<file path="src/rtl/core/rse_pkg.sv">
// ----------------------------------------------------------------------------
// rse_pkg
// Shared constants and the GF(2^8) multiplier of the systematic
// Reed-Solomon check-symbol encoder.
// ----------------------------------------------------------------------------
package rse_pkg;

  localparam int unsigned MaxChecksDefault = 8;

  localparam int unsigned SymW     = 8;
  localparam int unsigned CoeffW   = 64;
  localparam int unsigned CountW   = 4;
  localparam int unsigned PosOutW  = 3;
  localparam int unsigned CfgIdxW  = 2;

  localparam logic [CfgIdxW-1:0] CFG_FIELD_POLY = 2'd0;
  localparam logic [CfgIdxW-1:0] CFG_GEN_COEFFS = 2'd1;
  localparam logic [CfgIdxW-1:0] CFG_CHECK_CNT  = 2'd2;

  localparam logic [SymW-1:0]   FieldPolyReset  = 8'h1d;
  localparam logic [CoeffW-1:0] GenCoeffsReset  = 64'h0;
  localparam logic [CountW-1:0] CheckCountReset = 4'd4;

  // Shift-and-reduce product modulo x^8 + poly.
  function automatic logic [SymW-1:0] gf_mul(input logic [SymW-1:0] a,
                                             input logic [SymW-1:0] b,
                                             input logic [SymW-1:0] poly);
    logic [SymW-1:0] acc;
    logic [SymW-1:0] x;
    acc = '0;
    x   = a;
    for (int bit_idx = 0; bit_idx < SymW; bit_idx++) begin
      if (b[bit_idx]) begin
        acc = acc ^ x;
      end
      if (x[SymW-1]) begin
        x = {x[SymW-2:0], 1'b0} ^ poly;
      end else begin
        x = {x[SymW-2:0], 1'b0};
      end
    end
    return acc;
  endfunction

endpackage

</file>
<file path="src/rtl/core/reed_solomon_systematic_encoder.sv">
// ----------------------------------------------------------------------------
// reed_solomon_systematic_encoder
// Systematic Reed-Solomon check-symbol encoder over GF(2^8).
// ----------------------------------------------------------------------------
// Data symbols arrive on the input channel, one request per symbol, with
// last_data marking the final symbol of a codeword. Each symbol is folded
// into the remainder register in the cycle it is accepted, so the input
// takes one symbol per cycle. After the final symbol, the K check symbols
// leave on the output channel one per cycle, highest order first. They start
// in the cycle after that symbol was accepted if no earlier codeword is still
// leaving; last_check marks the final one. The remainder is cleared at once,
// so the next codeword may follow in the next cycle. A second finished
// remainder is held in a pending bank while the first is unloaded. While the
// pending bank is full, the input stalls for every symbol until the first
// codeword has fully left. A receiver stall holds the current check symbol.
// Reset clears the remainder and both banks and loads the default
// configuration (polynomial 0x1d, zero coefficients, four check symbols).
// Configuration writes take effect at the next edge and must be made idle.
// ----------------------------------------------------------------------------
module reed_solomon_systematic_encoder #(
  parameter int unsigned MaxChecks = rse_pkg::MaxChecksDefault
) (
  input  logic                                clk_i,
  input  logic                                rst_ni,
  input  logic                                cfg_we_i,
  input  logic [rse_pkg::CfgIdxW-1:0]         cfg_index_i,
  input  logic [rse_pkg::CoeffW-1:0]          cfg_wdata_i,
  input  logic                                in_valid_i,
  output logic                                in_ready_o,
  input  logic [rse_pkg::SymW-1:0]            data_symbol_i,
  input  logic                                last_data_i,
  output logic                                out_valid_o,
  input  logic                                out_ready_i,
  output logic [rse_pkg::SymW-1:0]            check_symbol_o,
  output logic [rse_pkg::PosOutW-1:0]         check_position_o,
  output logic                                last_check_o
);

  localparam int unsigned PosW = (MaxChecks > 1) ? $clog2(MaxChecks) : 1;

  logic [rse_pkg::SymW-1:0]                field_poly_q;
  logic [rse_pkg::CoeffW-1:0]              gen_coeffs_q;
  logic [rse_pkg::CountW-1:0]              check_count_q;
  logic [PosW-1:0]                         last_idx;
  logic                                    in_fire;
  logic                                    snap_valid;
  logic [MaxChecks-1:0][rse_pkg::SymW-1:0] snap_data;
  logic [PosW-1:0]                         snap_last;

  always_ff @(posedge clk_i or negedge rst_ni) begin
    if (!rst_ni) begin
      field_poly_q  <= rse_pkg::FieldPolyReset;
      gen_coeffs_q  <= rse_pkg::GenCoeffsReset;
      check_count_q <= rse_pkg::CheckCountReset;
    end else if (cfg_we_i) begin
      case (cfg_index_i)
        rse_pkg::CFG_FIELD_POLY: field_poly_q  <= cfg_wdata_i[rse_pkg::SymW-1:0];
        rse_pkg::CFG_GEN_COEFFS: gen_coeffs_q  <= cfg_wdata_i;
        rse_pkg::CFG_CHECK_CNT:  check_count_q <= cfg_wdata_i[rse_pkg::CountW-1:0];
        default: ;
      endcase
    end
  end

  always_comb begin
    if (check_count_q == '0) begin
      last_idx = '0;
    end else if (check_count_q > rse_pkg::CountW'(MaxChecks)) begin
      last_idx = PosW'(MaxChecks - 1);
    end else begin
      last_idx = PosW'(check_count_q - rse_pkg::CountW'(1));
    end
  end

  assign in_fire = in_valid_i & in_ready_o;

  rse_lfsr #(
    .MaxChecks (MaxChecks),
    .PosW      (PosW)
  ) u_lfsr (
    .clk_i         (clk_i),
    .rst_ni        (rst_ni),
    .accept_i      (in_fire),
    .data_symbol_i (data_symbol_i),
    .last_data_i   (last_data_i),
    .field_poly_i  (field_poly_q),
    .gen_coeffs_i  (gen_coeffs_q),
    .last_idx_i    (last_idx),
    .snap_valid_o  (snap_valid),
    .snap_data_o   (snap_data),
    .snap_last_o   (snap_last)
  );

  rse_emit #(
    .MaxChecks (MaxChecks),
    .PosW      (PosW)
  ) u_emit (
    .clk_i            (clk_i),
    .rst_ni           (rst_ni),
    .snap_valid_i     (snap_valid),
    .snap_data_i      (snap_data),
    .snap_last_i      (snap_last),
    .snap_ready_o     (in_ready_o),
    .out_valid_o      (out_valid_o),
    .out_ready_i      (out_ready_i),
    .check_symbol_o   (check_symbol_o),
    .check_position_o (check_position_o),
    .last_check_o     (last_check_o)
  );

endmodule

</file>
<file path="src/rtl/core/rse_lfsr.sv">
// ----------------------------------------------------------------------------
// rse_lfsr
// Remainder shift register: one division step per accepted data symbol,
// and a snapshot of the remainder on the final symbol of a codeword.
// ----------------------------------------------------------------------------
module rse_lfsr #(
  parameter int unsigned MaxChecks = rse_pkg::MaxChecksDefault,
  parameter int unsigned PosW      = (MaxChecks > 1) ? $clog2(MaxChecks) : 1
) (
  input  logic                                    clk_i,
  input  logic                                    rst_ni,
  input  logic                                    accept_i,
  input  logic [rse_pkg::SymW-1:0]                data_symbol_i,
  input  logic                                    last_data_i,
  input  logic [rse_pkg::SymW-1:0]                field_poly_i,
  input  logic [rse_pkg::CoeffW-1:0]              gen_coeffs_i,
  input  logic [PosW-1:0]                         last_idx_i,
  output logic                                    snap_valid_o,
  output logic [MaxChecks-1:0][rse_pkg::SymW-1:0] snap_data_o,
  output logic [PosW-1:0]                         snap_last_o
);

  logic [MaxChecks-1:0][rse_pkg::SymW-1:0] rem_q, rem_d, rem_step;
  logic [MaxChecks:0][rse_pkg::SymW-1:0]   rem_ext;
  logic [rse_pkg::SymW-1:0]                fb;

  always_comb begin
    rem_ext            = '0;
    rem_ext[MaxChecks-1:0] = rem_q;
    fb = rem_q[0] ^ data_symbol_i;
    for (int i = 0; i < MaxChecks; i++) begin
      if (PosW'(i) < last_idx_i) begin
        rem_step[i] = rem_ext[i+1] ^
                      rse_pkg::gf_mul(fb, gen_coeffs_i[8*i +: 8], field_poly_i);
      end else if (PosW'(i) == last_idx_i) begin
        rem_step[i] = rse_pkg::gf_mul(fb, gen_coeffs_i[8*i +: 8], field_poly_i);
      end else begin
        rem_step[i] = rem_q[i];
      end
    end
    rem_d = rem_q;
    if (accept_i) begin
      rem_d = last_data_i ? '0 : rem_step;
    end
  end

  always_ff @(posedge clk_i or negedge rst_ni) begin
    if (!rst_ni) begin
      rem_q <= '0;
    end else begin
      rem_q <= rem_d;
    end
  end

  assign snap_valid_o = accept_i & last_data_i;
  assign snap_data_o  = rem_step;
  assign snap_last_o  = last_idx_i;

endmodule

</file>
<file path="src/rtl/core/rse_emit.sv">
// ----------------------------------------------------------------------------
// rse_emit
// Check-symbol unloader: an active bank that hands out one check symbol
// per request and a pending bank that holds the next codeword's remainder.
// ----------------------------------------------------------------------------
module rse_emit #(
  parameter int unsigned MaxChecks = rse_pkg::MaxChecksDefault,
  parameter int unsigned PosW      = (MaxChecks > 1) ? $clog2(MaxChecks) : 1
) (
  input  logic                                    clk_i,
  input  logic                                    rst_ni,
  input  logic                                    snap_valid_i,
  input  logic [MaxChecks-1:0][rse_pkg::SymW-1:0] snap_data_i,
  input  logic [PosW-1:0]                         snap_last_i,
  output logic                                    snap_ready_o,
  output logic                                    out_valid_o,
  input  logic                                    out_ready_i,
  output logic [rse_pkg::SymW-1:0]                check_symbol_o,
  output logic [rse_pkg::PosOutW-1:0]             check_position_o,
  output logic                                    last_check_o
);

  logic                                    act_valid_q, act_valid_d;
  logic [MaxChecks-1:0][rse_pkg::SymW-1:0] act_data_q, act_data_d;
  logic [PosW-1:0]                         act_pos_q, act_pos_d;
  logic [PosW-1:0]                         act_last_q, act_last_d;
  logic                                    pend_valid_q, pend_valid_d;
  logic [MaxChecks-1:0][rse_pkg::SymW-1:0] pend_data_q, pend_data_d;
  logic [PosW-1:0]                         pend_last_q, pend_last_d;
  logic                                    out_fire, act_done;

  assign out_fire = act_valid_q & out_ready_i;
  assign act_done = out_fire & (act_pos_q == act_last_q);

  always_comb begin
    act_valid_d  = act_valid_q;
    act_data_d   = act_data_q;
    act_pos_d    = act_pos_q;
    act_last_d   = act_last_q;
    pend_valid_d = pend_valid_q;
    pend_data_d  = pend_data_q;
    pend_last_d  = pend_last_q;
    if (out_fire && !act_done) begin
      act_pos_d = act_pos_q + PosW'(1);
    end
    if (act_done || !act_valid_q) begin
      if (pend_valid_q) begin
        act_valid_d  = 1'b1;
        act_data_d   = pend_data_q;
        act_last_d   = pend_last_q;
        act_pos_d    = '0;
        pend_valid_d = 1'b0;
      end else if (snap_valid_i) begin
        act_valid_d = 1'b1;
        act_data_d  = snap_data_i;
        act_last_d  = snap_last_i;
        act_pos_d   = '0;
      end else begin
        act_valid_d = 1'b0;
      end
    end else if (snap_valid_i) begin
      pend_valid_d = 1'b1;
      pend_data_d  = snap_data_i;
      pend_last_d  = snap_last_i;
    end
  end

  always_ff @(posedge clk_i or negedge rst_ni) begin
    if (!rst_ni) begin
      act_valid_q  <= 1'b0;
      act_pos_q    <= '0;
      act_last_q   <= '0;
      pend_valid_q <= 1'b0;
      pend_last_q  <= '0;
    end else begin
      act_valid_q  <= act_valid_d;
      act_pos_q    <= act_pos_d;
      act_last_q   <= act_last_d;
      pend_valid_q <= pend_valid_d;
      pend_last_q  <= pend_last_d;
    end
  end

  always_ff @(posedge clk_i) begin
    act_data_q  <= act_data_d;
    pend_data_q <= pend_data_d;
  end

  assign snap_ready_o     = ~pend_valid_q;
  assign out_valid_o      = act_valid_q;
  assign check_symbol_o   = act_data_q[act_pos_q];
  assign check_position_o = rse_pkg::PosOutW'(act_pos_q);
  assign last_check_o     = (act_pos_q == act_last_q);

  a_pend_needs_act: assert property (@(posedge clk_i) disable iff (!rst_ni)
    pend_valid_q |-> act_valid_q)
    else $error("pending remainder held with no active remainder");

  a_pos_in_range: assert property (@(posedge clk_i) disable iff (!rst_ni)
    act_valid_q |-> (act_pos_q <= act_last_q))
    else $error("check position beyond the final check symbol");

  a_pos_advance: assert property (@(posedge clk_i) disable iff (!rst_ni)
    (out_fire && !act_done) |=> (act_pos_q == $past(act_pos_q) + PosW'(1)))
    else $error("check position did not advance after a request");

  a_no_overrun: assert property (@(posedge clk_i) disable iff (!rst_ni)
    snap_valid_i |-> !pend_valid_q)
    else $error("remainder arrived while both banks were full");

endmodule

</file>
<file path="config.mk">
export PLATFORM = sky130hd
export DESIGN_NAME = reed_solomon_systematic_encoder
export DESIGN_NICKNAME = d
export VERILOG_FILES = /design/src/rtl/core/rse_pkg.sv /design/src/rtl/core/reed_solomon_systematic_encoder.sv /design/src/rtl/core/rse_lfsr.sv /design/src/rtl/core/rse_emit.sv
export SDC_FILE = /design/constraint.sdc
export NUM_CORES = 1
export LEC_CHECK = 0
export ABC_CLOCK_PERIOD_IN_PS = 19800
export BUFFER_PORTS_ARGS = -buffer_cell sky130_fd_sc_hd__buf_2
export CAP_MARGIN = 20
export CORE_MARGIN = 1
export CORE_UTILIZATION = 36
export CTS_CLUSTER_DIAMETER = 50
export CTS_CLUSTER_SIZE = 16
export DETAILED_ROUTE_END_ITERATION = 8
export PLACE_DENSITY_LB_ADDON = 0.3
export RECOVER_POWER = 25
export SYNTH_ARGS = -nofsm -noshare
export SYNTH_HDL_FRONTEND = slang
export SYNTH_SLANG_ARGS = --single-unit
</file>
<file path="constraint.sdc">
create_clock -name clk_i -period 19.8 [get_ports clk_i]
set_input_delay 5.94 -clock clk_i [delete_from_list [all_inputs] [get_ports clk_i]]
set_output_delay 5.94 -clock clk_i [all_outputs]
set_load 0.02 [all_outputs]
</file>
==> results.py <==
metrics = {
    "run_status": {
        "status": "complete, but fails checks",
        "violations": "design-rule violations, max-capacitance violations, max-slew violations",
    },
    "setup_path": {
        "critPathKind": "input pin to async pin",
        "cp_slowest_stage_delay_ps": 3180,
        "crit_path_frequent_cell": "clkbuf_1",
        "cp-end-kind": "async pin",
        "cp-start-kind": "input pin",
        "cp_slowest_cell": "clkbuf_1",
        "cp_max_fo": 78,
        "critPathArrivalTime_ps": 12570,
        "critPathRequiredTime_ps": 19580,
        "cp_cell_sequence": "clkbuf_1 > clkbuf_1 > clkbuf_1",
    },
    "logic_synthesis": {
        "synth_area_leader_cell": "xnor2_1",
        "yosysMostFrequentCell": "nand2_1",
        "ys_top_cells_by_area": "xnor2_1 18%, edfxtp_1 18%, dfrtp_1 17%",
        "ys.flop_type": "dfrtp_1",
        "synth_seq_area_share": 0.353,
        "postSynth.asyncResetShare": 0.541,
        "synth_cell_types": 92,
        "synth-edff-count": 128,
        "syn_area_mm2": 0.0216,
        "yosys_register_bits": 279,
        "yosysTopAreaCellShare": 0.180,
        "synth_nets": 2494,
        "synth_common_cells": "635 x nand2_1, 443 x xnor2_1, 146 x dfrtp_1",
        "synth.avg_cell_area_um2": 8.96,
        "yosysWarnings": 0,
        "synth_cells": 2412,
    },
    "die": {
        "start_util": 0.365,
        "rows": 89,
        "die_height_um": 247,
        "io_pins": 94,
        "core-area_mm2": 0.0591,
        "dieArea_mm2": 0.0610,
        "die_w_um": 247,
    },
    "timing": {
        "relSlewSlack": -2.15,
        "max_clock_freq_ghz": 0.0782,
        "slew_violations": 148,
        "rsz0062_at_grt": "false",
        "finalSetupViolCount": 0,
        "clock_skew_ps": 21.8,
        "worst_pin_slew_ps": 4720,
        "fin_setup_tns_ps": 0,
        "final-hold-violation-count": 0,
        "final.period_utilization": 0.646,
        "post-route-min-period_ps": 12790,
    },
    "final_layout": {
        "drive_above_1_share": 0.169,
        "area_growth_pct": 11.2,
        "nets": 2506,
        "diodes": 0,
        "fillers": 5787,
    },
    "clocking": {
        "cts-root-buf": "clkbuf_16",
        "cts_resized": 0,
        "cts_inserted_buffers": 34,
        "cts_tree": "done",
        "clkTransAtPathRegs_ps": 70,
        "cts_setup_buffers": 0,
        "h-tree-depth": 2,
        "clk_latency_ps": 570,
        "hold_buffers": 0,
        "clock_path_buffers": 3,
        "clock-sinks": 279,
    },
    "placed_design": {
        "gp_congestion": 0.951,
        "dp.final_hpwl_mm": 55.3,
        "port_buffers": 93,
    },
    "flow_run": {
        "maxCapViolCount": 3,
    },
    "hold_path": {
        "hold_class": "flip-flop to flip-flop",
    },
    "global_routing": {
        "track_usage": 0.255,
        "antenna_found_initial": 0,
        "grt_pass1_vias": 17100,
        "grt_pass1_wl_mm": 115,
        "gr-total-overflow": 0,
        "grt_max_degree": 79,
    },
    "routing": {
        "drcViolationCount": 8,
        "avgViaCountPerCell": 5.64,
        "drtIter0Drc": 2058,
        "avgRoutedWirePerCell_um": 24.0,
        "ant_nets": 0,
        "num_vias": 18200,
        "drt_first_pass_iters": 7,
        "wl_mm": 77.4,
    },
}
## placed cells by master (no fill, tap or decap), types with 6 or more instances in the layout
master       n
a211o_1      6
a211oi_1    12
a21oi_1     38
a22o_1      40
a22oi_1     10
a32o_1       6
and2_1      11
and3_1      12
buf_2       90
buf_4       61
clkbuf_16   34
dfrtp_1    144
edfxtp_1   128
inv_1       26
inv_6        7
mux2_2     139
mux2i_1     14
mux4_2      16
nand2_1    635
nand3_1     49
nand4_1      7
nor2_1      80
nor2b_1      6
nor3_1      22
nor4_1       6
o211ai_1    12
o21ai_0     89
o21ai_1     17
o221ai_1     8
o22ai_1      9
o31ai_1      7
or3_1       12
xnor2_1    443
xnor3_1     13
xor2_1      63
## worst paths after layout
kind / to / startpoint / cells after the start / slack (ps)
max in group clk_i: u_emit.act_data_q[45] / data_symbol_i[7] / 17 / 8300
worst min register to register: u_emit.pend_last_q[0] / u_emit.pend_last_q[0] / 1 / 520
worst min-delay path: u_emit.pend_last_q[0] / u_emit.pend_last_q[0] / 1 / 520
worst max register to register: u_emit.act_data_q[45] / field_poly_q[6] / 16 / 13250
worst max-delay path: field_poly_q[7] / rst_ni / 3 / 7010
min in group asynchronous: u_emit.pend_last_q[0] / rst_ni / 1 / 7040
## cell families after synthesis
family	after synthesis	synth area share
xor gates and xnor gates	529	0.226
muxes	171	0.0966
adders and majority gates	5	0.00255
and+or+nand+nor	863	0.163
DFF	279	0.353
AOI/OAI and AO/OA	354	0.120
buffers and inverters	211	0.0381
## per-layer routing
layer / part of all wire / global-route usage / wire length (µm)
met5: 0 / 0 / 0
met4: 0.036 / 0.0890 / 2760
met3: 0.088 / 0.0422 / 6810
met2: 0.44 / 0.387 / 34000
met1: 0.44 / 0.363 / 33800
## registers in the layout, summed over array words and instances, names as in the netlist
| register | count |
|---|---|
| field_poly_q | 8 |
| u_emit.check_position_o | 3 |
| u_emit.pend_data_q | 64 |
| u_lfsr.rem_ext | 64 |
| u_emit.pend_last_q | 3 |
| u_emit.pend_valid_q | 1 |
| u_emit.out_valid_o | 1 |
| gen_coeffs_q | 64 |
| check_count_q | 4 |
| u_emit.act_data_q | 64 |
| u_emit.act_last_q | 3 |
## area by class of cell
type	count	area, µm²	area share
clock inverters	26	309	0.0129
inverters	30	113	0.00468
repair buffers	157	935	0.0389
clock buffers	36	878	0.0365
well taps	773	967	0.0402
flip-flops and latches	279	7630	0.317
multi-input cells	1922	13200	0.549
## worst max-delay path, delay by kind of cell
| family | cells | cell delay, ps |
|---|---|---|
| buffers and inverters | 3 | 6570 |
## through the flow
step	utilization	setup slack, ps	hold WS, ps	cell area, µm²	std cells
4_1_cts	0.406	8470	516	24000	3219
3_3_place_gp	0.386	7960	486	22800	3157
2_1_floorplan	-	8080	466	21600	2412
3_5_place_dp	0.386	7910	498	22800	3157
6_report	0.407	7010	517	24000	3223
5_1_grt	0.407	5500	531	24000	3223
Power is not shown: default switching activity piles up to over one toggle a cycle in this logic, so the estimate is an artifact.
